### config.mk
export PLATFORM = sky130hd
export DESIGN_NAME = hsi_fifo
export DESIGN_NICKNAME = d
export VERILOG_FILES = /design/src/hdl/heightmap_shading_intensity_defines.svh /design/src/hdl/hsi_pkg.sv /design/src/hdl/hsi_fifo.sv
export SDC_FILE = /design/constraint.sdc
export NUM_CORES = 1
export LEC_CHECK = 0
export BUFFER_PORTS_ARGS = -buffer_cell sky130_fd_sc_hd__buf_2
export CAP_MARGIN = 30
export CORE_MARGIN = 10
export CORE_UTILIZATION = 42
export CTS_BUF_LIST = sky130_fd_sc_hd__clkbuf_4
export DETAILED_ROUTE_END_ITERATION = 8
export PLACE_DENSITY = 0.68
export SYNTH_ARGS = -nofsm -noshare
export SYNTH_HDL_FRONTEND = slang
export SYNTH_SLANG_ARGS = --single-unit
### constraint.sdc
create_clock -name clk -period 6.1 [get_ports clk]
set_clock_uncertainty 0.1 [all_clocks]
set_input_delay 0.305 -clock clk [delete_from_list [all_inputs] [get_ports clk]]
set_output_delay 0.305 -clock clk [all_outputs]
set_load 0.03 [all_outputs]
### src/hdl/heightmap_shading_intensity_defines.svh
// Assertion macros shared by the heightmap shading RTL.
// Included by hsi_core, which checks its own control logic; no other dependencies.
`ifndef HEIGHTMAP_SHADING_INTENSITY_DEFINES_SVH
`define HEIGHTMAP_SHADING_INTENSITY_DEFINES_SVH
`ifndef SYNTH
`define HSI_ASSERT_SAME(lbl, ck, rs, ante, cons) \
  lbl: assert property (@(posedge ck) disable iff (rs) (ante) |-> (cons)) \
    else $error("hsi assertion failed");
`define HSI_ASSERT_NEXT(lbl, ck, rs, ante, cons) \
  lbl: assert property (@(posedge ck) disable iff (rs) (ante) |=> (cons)) \
    else $error("hsi assertion failed");
`else
`define HSI_ASSERT_SAME(lbl, ck, rs, ante, cons)
`define HSI_ASSERT_NEXT(lbl, ck, rs, ante, cons)
`endif
`endif

### src/hdl/hsi_pkg.sv
// Shared types and constants for the heightmap shading block.
// No dependencies.
package hsi_pkg;

  localparam logic CMD_WRITE = 1'b0;
  localparam logic CMD_QUERY = 1'b1;

  localparam logic [1:0] REG_GRID_SPACING = 2'd0;
  localparam logic [1:0] REG_LIGHT_X      = 2'd1;
  localparam logic [1:0] REG_LIGHT_Y      = 2'd2;
  localparam logic [1:0] REG_LIGHT_Z      = 2'd3;

  localparam int DIV_STEPS  = 29;
  localparam int SQRT_STEPS = 15;

  typedef struct packed {
    logic        cmd;
    logic [6:0]  col;
    logic [6:0]  row;
    logic [15:0] height;
  } item_t;

  typedef struct packed {
    logic        [15:0] grid_spacing;
    logic signed [15:0] light_x;
    logic signed [15:0] light_y;
    logic signed [15:0] light_z;
  } cfg_t;

  // a2: squared component magnitude, q: squared vector length
  typedef struct packed {
    logic [32:0] a2;
    logic [33:0] q;
  } norm_req_t;

endpackage

### src/hdl/hsi_fifo.sv
// Short item queue between the front end and the shading engine.
// Depends on hsi_pkg.
module hsi_fifo (
  input  logic          clk,
  input  logic          rst,
  input  logic          push_valid,
  output logic          push_ready,
  input  hsi_pkg::item_t push_item,
  output logic          pop_valid,
  input  logic          pop_ready,
  output hsi_pkg::item_t pop_item
);

  localparam int DEPTH = 4;

  hsi_pkg::item_t entries [DEPTH];
  logic [1:0] wp;
  logic [1:0] rp;
  logic [2:0] count;
  logic       do_push;
  logic       do_pop;

  assign push_ready = (count != 3'(DEPTH));
  assign pop_valid  = (count != 3'd0);
  assign pop_item   = entries[rp];
  assign do_push    = push_valid && push_ready;
  assign do_pop     = pop_valid && pop_ready;

  always_ff @(posedge clk) begin
    if (rst) begin
      wp    <= '0;
      rp    <= '0;
      count <= '0;
    end else begin
      if (do_push) begin
        wp <= wp + 2'd1;
      end
      if (do_pop) begin
        rp <= rp + 2'd1;
      end
      count <= count + 3'(do_push) - 3'(do_pop);
    end
  end

  always_ff @(posedge clk) begin
    if (do_push) begin
      entries[wp] <= push_item;
    end
  end

endmodule

==> flow_summary.json, run 1 <==
{
  "worst_slew_pin_slew_ns": 0.874,
  "min-delay-start": "pop_ready",
  "ys_types": 24,
  "antenna_found_initial": 0,
  "cp_top_family": "flip-flops",
  "utilization_pct": 52.0,
  "synth_area_mm2": 0.00494,
  "rsz0062_at_grt": "no",
  "p_leak_nw": 2.05,
  "synth-async-reset-ratio_pct": 0,
  "hold_class": "input port to flop",
  "synth_cells": 210,
  "cts_setup_buffers": 0,
  "die-height_um": 128,
  "avgViaCountPerCell": 5.00,
  "cts.path.max_buffers": 2,
  "cp.arrival_ns": 2.44,
  "clockPowerShare_pct": 20.0,
  "ys_warn_count": 0,
  "hold_viol_final": 0,
  "crit_path_top_delay_cell": "dfxtp_2",
  "n_antenna_cell": 0,
  "ctsHoldBuffers": 32,
  "max-vdd-ir-drop_mv": 0.223,
  "dp_cells": 414,
  "fin_crit_sh_pct": 46.6,
  "r2r-start": "count[1]",
  "area_growth_syn_to_layout_pct": 20.6,
  "coreArea_mm2": 0.0115,
  "yosysSeqAreaShare_pct": 79.0,
  "postSynthAreaPerCell_um2": 23.5,
  "grt_pass1_vias": 2575,
  "synth_top_area_cell": "edfxtp_1",
  "worstSetupStartpointType": "flop",
  "grt_use_total_pct": 11.1,
  "fp.dieW_um": 128,
  "detail-route-antenna-nets": 0,
  "grt_max_degree": 32,
  "totalWireLength_um": 8720,
  "seqCellArea_mm2": 0.00391,
  "clock-root-buffer": "clkbuf_4",
  "timing.hold.ws_ns": 0.145,
  "power_density_mw_per_mm2": 402,
  "relSlewSlack_pct": 41.7,
  "tritoncts": "built",
  "seqPwrFrac_pct": 50.0,
  "gp_congestion": 0.697,
  "fillers": 906,
  "worstSetupEndpointType": "output port",
  "synth.area.top_cells": "edfxtp_1 75%, mux4_2 14%, dfxtp_1 3.6%",
  "clkSinkCount": 133,
  "max_freq_mhz": 352,
  "drt_iter0_markers": 174,
  "port_buffers": 67,
  "h-tree-depth": 4,
  "grt_pass1_wl_um": 13800,
  "multi_input_area_um2": 973,
  "power_mw": 2.40,
  "drv_cap": 0,
  "numCtsBuffers": 17,
  "cts_resized": 0,
  "final.setup.tns_ns": 0,
  "power.switching_mw": 0.782,
  "dr.pass1.iters": 4,
  "clock_latency_ns": 0.51,
  "route.detailed.drc": 0,
  "crit_fanout": 17,
  "path_class": "flop to output port",
  "via_count": 2380,
  "post-dp-hpwl_um": 5230,
  "crit_buf_inv": 2,
  "drv_slew": 0,
  "grt_overflow": 0,
  "synth_edf_count": 124,
  "final_cell_count_no_fill": 476,
  "initial_core_util_pct": 43.1,
  "yosys.area.top_type_share_pct": 75.3,
  "syn_nets": 252,
  "swShare_pct": 32.6,
  "cp_cell_sequence": "buf_4 -> mux4_2 -> buf_2",
  "wl_per_cell_um": 18.3,
  "synth_seq_cells": 133,
  "fin_crit_ns": 2.84,
  "nNetsFinal": 364,
  "die_area_mm2": 0.0165,
  "drive_gt1_share_pct": 39.3,
  "clk_pin_slew_ns": 0.10,
  "fp-row-count": 39,
  "max_stage_delay_ns": 0.69,
  "required_ns": 5.69,
  "status": "completed",
  "finalSetupViolCount": 0,
  "p_int_mw": 1.61,
  "num_io_pins": 68,
  "synthFlopType": "edfxtp_1",
  "power_frac_comb_pct": 30.0
}
## power groups by stage
stage | sequential, mW | combinational [mW] | clock [mW]
after global routing | 1.22 | 0.774 | 0.535
after floorplan | 1.17 | 0.568 | 0
after global placement | 1.22 | 0.712 | 0
after CTS | 1.20 | 0.737 | 0.494
final | 1.20 | 0.719 | 0.478
after detailed placement | 1.22 | 0.719 | 0
## cell families after synthesis
family,synth area share (%)
and+or+nand+nor,1.92
DFF,79.0
buffers and inverters,1.44
adders and majority gates,1.92
xor gates and xnor gates,0.532
muxes,14.6
AOI/OAI and AO/OA,0.582
## worst min-delay path, cell delays in order
cell and delay (ns):
buf_2 0.11, o311ai_0 0.13, xor2_1 0.08, nor2_1 0.10
## final timing paths
kind,end,slack [ns],depth (start not counted)
hold reg to reg,flop,0.44,2
setup / recovery,pop_item[3],3.26,3
hold / removal,flop,0.15,4
setup reg to reg,count[2],3.66,11
## area by class of cell
class | instances | share of cell area, %
clock buffer | 21 | 2.64
tap | 143 | 3.00
multi-input combinational | 65 | 16.3
inverter | 5 | 0.315
timing repair buffer | 100 | 11.1
clock inverter | 9 | 1.07
sequential | 133 | 65.5
## cells in the final DEF (no fill, tap or decap), types with 2 or more instances in the layout
cell             n
xor2_1           2
dlygate4sd3_1   32
clkbuf_4        21
nor2_1           8
and2_2           4
ha_1             6
dfxtp_1          7
mux4_2          30
nand2b_1         2
edfxtp_1       124
clkinv_2         3
clkinv_1         5
buf_2           67
inv_1            5
dfxtp_2          2
## cell usage after synthesis (2+ instances only)
cell type,instances
buf_2,3
nand2b_1,2
mux4_2,30
dfxtp_1,9
and2_1,5
edfxtp_1,124
ha_1,6
xor2_1,2
nor2_1,8
inv_1,5
buf_6,3
## registers in the layout, indices dropped and copies added, names as in the netlist, named ones only
| register | cells |
|---|---|
| wp | 2 |
| rp | 2 |
| entries | 124 |
| count | 3 |
## per-layer routing
layer / global-route usage [%] / up-vias / share of wire, %
met5: 0 / - / 0
met4: 4.52 / 0 / 0.89
met3: 5.50 / 8 / 7.0
met2: 17.3 / 60 / 50
met1: 12.9 / 1221 / 42
li1: - / 1091 / -
## per-stage QoR
step                setup WS (ns)  instance area (um2)
floorplan                    3.87                 4940
global placement             3.76                 5420
detailed placement           3.69                 5420
CTS                          3.12                 5960
global route                 3.02                 5960
finish                       3.26                 5960
(Power assumes the default switching activity.)
==> run 2, diff against run 1 <==
PLACE_DENSITY = 0.71   (was 0.68)
clock period = 2.6 ns   (was 6.1 ns; I/O delays follow)
==> run 2 against run 1 <==
Wire length grew 4.9%. Total power grew 150%. Largest power group unchanged. Worst setup slack lost 2.9 ns. Via count grew 2.1%. Final cell count grew 2.5%. Clock power grew to 2.9 times the previous value. Die area is the same. Hold slack gained 0.10 ns. Critical path depth is the same. Clock-buffer cell count shrank 3.
==> flow_summary.json, run 2 (synthesis gave the netlist of run 1 again) <==
{
  "grt_pass1_wl_um": 14300,
  "fillers": 906,
  "area_growth_syn_to_layout_pct": 25.1,
  "crit_fanout": 13,
  "clock_latency_ns": 0.52,
  "power_mw": 5.97,
  "cts.path.max_buffers": 2,
  "rsz0062_at_grt": "no",
  "drv_slew": 0,
  "ff2ff_path_depth": 11,
  "n_antenna_cell": 0,
  "post-dp-hpwl_um": 5710,
  "drive_gt1_share_pct": 41.7,
  "worstSetupEndpointType": "output port",
  "hold_viol_final": 0,
  "worstSetupStartpointType": "flop",
  "clock-root-buffer": "clkbuf_4",
  "worst_slew_pin_slew_ns": 0.543,
  "status": "completed",
  "regMostFlops": "entries",
  "num_io_pins": 68,
  "avgViaCountPerCell": 4.98,
  "reg2reg_slack_ns": 0.34,
  "grt_use_total_pct": 11.6,
  "port_buffers": 67,
  "final_cell_count_no_fill": 488,
  "max_freq_mhz": 439,
  "required_ns": 2.37,
  "gp_congestion": 0.709,
  "final_cell_mix": "124 x edfxtp_1, 67 x buf_2, 34 x dlygate4sd3_1, 30 x mux4_2, 18 x clkbuf_4",
  "drt_iter0_markers": 100,
  "clkSinkCount": 133,
  "nNetsFinal": 374,
  "path_class": "flop to output port",
  "setup_ws_ns": 0.324,
  "grt_max_degree": 25,
  "final_common_cell": "edfxtp_1",
  "via_count": 2429,
  "initial_core_util_pct": 43.1,
  "totalWireLength_um": 9150,
  "dp_cells": 422,
  "wl_per_cell_um": 18.7,
  "power_density_mw_per_mm2": 966,
  "numCtsBuffers": 17,
  "coreArea_mm2": 0.0115,
  "largest_reg_flops": 124,
  "drv_cap": 0,
  "max-vdd-ir-drop_mv": 0.573,
  "tritoncts": "built",
  "clk_pin_slew_ns": 0.11,
  "finalSetupViolCount": 0,
  "fin_crit_sh_pct": 87.5,
  "relSlewSlack_pct": 63.8,
  "die_area_mm2": 0.0165,
  "hold_class": "input port to flop",
  "p_leak_nw": 2.14,
  "final.setup.tns_ns": 0,
  "r2r-start": "count[1]",
  "detail-route-antenna-nets": 0,
  "route.detailed.drc": 0,
  "fin_crit_ns": 2.28,
  "dr.pass1.iters": 4,
  "worstSetupEndpoint": "pop_item[21]",
  "pre_cts_ws_ns": 0.333,
  "top_regs": "entries: 124 flops, count: 3 flops",
  "grt_pass1_vias": 2668,
  "grt_overflow": 0,
  "fp-row-count": 39,
  "cp.arrival_ns": 2.05,
  "die-height_um": 128,
  "h-tree-depth": 4,
  "cts_setup_buffers": 0,
  "r2r_end": "count[2]",
  "fp.dieW_um": 128,
  "antenna_found_initial": 0
}
[run 2: cell count changes in the layout (fill, tap and decap cells not counted)]
| cell | delta |
|---|---|
| bufinv_16 | +2 |
| clkbuf_4 | -3 |
| dfxtp_4 | +1 |
| buf_4 | +3 |
| buf_12 | +5 |
| dfxtp_2 | -1 |
| clkinv_1 | -3 |
| clkinv_4 | +3 |
| dlygate4sd3_1 | +2 |
| clkinvlp_4 | +3 |
[run 2: through the flow]
stage	area, um2	hold slack [ns]	util, %
2_1_floorplan	4940	0.129	-
5_1_grt	6180	0.187	53.9
6_report	6180	0.249	53.9
3_3_place_gp	5540	0.241	48.3
4_1_cts	6180	0.177	53.9
3_5_place_dp	5540	0.246	48.3
[run 2: how the worst min path moves through the flow]
stage,startpoint,to,slack (ns),cells after the start
after global routing,push_item[16],entries[2][16],0.19,2
after CTS,push_item[16],entries[2][16],0.18,2
after floorplan,push_item[0],entries[0][0],0.13,0
after detailed placement,push_item[14],entries[0][14],0.25,1
after global placement,push_item[25],entries[2][25],0.24,1
final,push_item[11],entries[2][11],0.25,2
[run 2: metal layers]
layer	vias to the layer above	GRT usage, %	share of wire [%]
met1	1243	13.7	43
met3	9	4.80	6.0
li1	1114	-	-
met5	-	0	0
met2	63	18.3	50
met4	0	5.30	1.2
[run 2: where the power goes]
part / total [mW] / internal, mW / leakage [nW] / switching (mW)
Clock: 1.38 / 0.668 / 0.153 / 0.714
Combinational: 1.80 / 0.745 / 0.776 / 1.06
Sequential: 2.79 / 2.63 / 1.21 / 0.156
Total: 5.97 / 4.04 / 2.14 / 1.93
[run 2: what timing repair did]
action	CTS	global route
gates resized for setup	0	1
hold endpoints to repair	133	0
hold buffers	34	0
endpoints found under the setup margin	0	7
[run 2: cell type report]
cell class	count	area [um2]	share of cell area (%)
tap	143	179	2.89
multi-input combinational	65	973	15.7
clock inverter	14	161	2.61
timing repair buffer	110	806	13.0
clock buffer	18	135	2.19
inverter	5	18.8	0.304
sequential	133	3910	63.2
[run 2: worst max-delay path: stages (launching register included)]
cell,delay (ns)
dfxtp_4,0.53
buf_4,0.26
mux4_2,0.53
buf_2,0.20
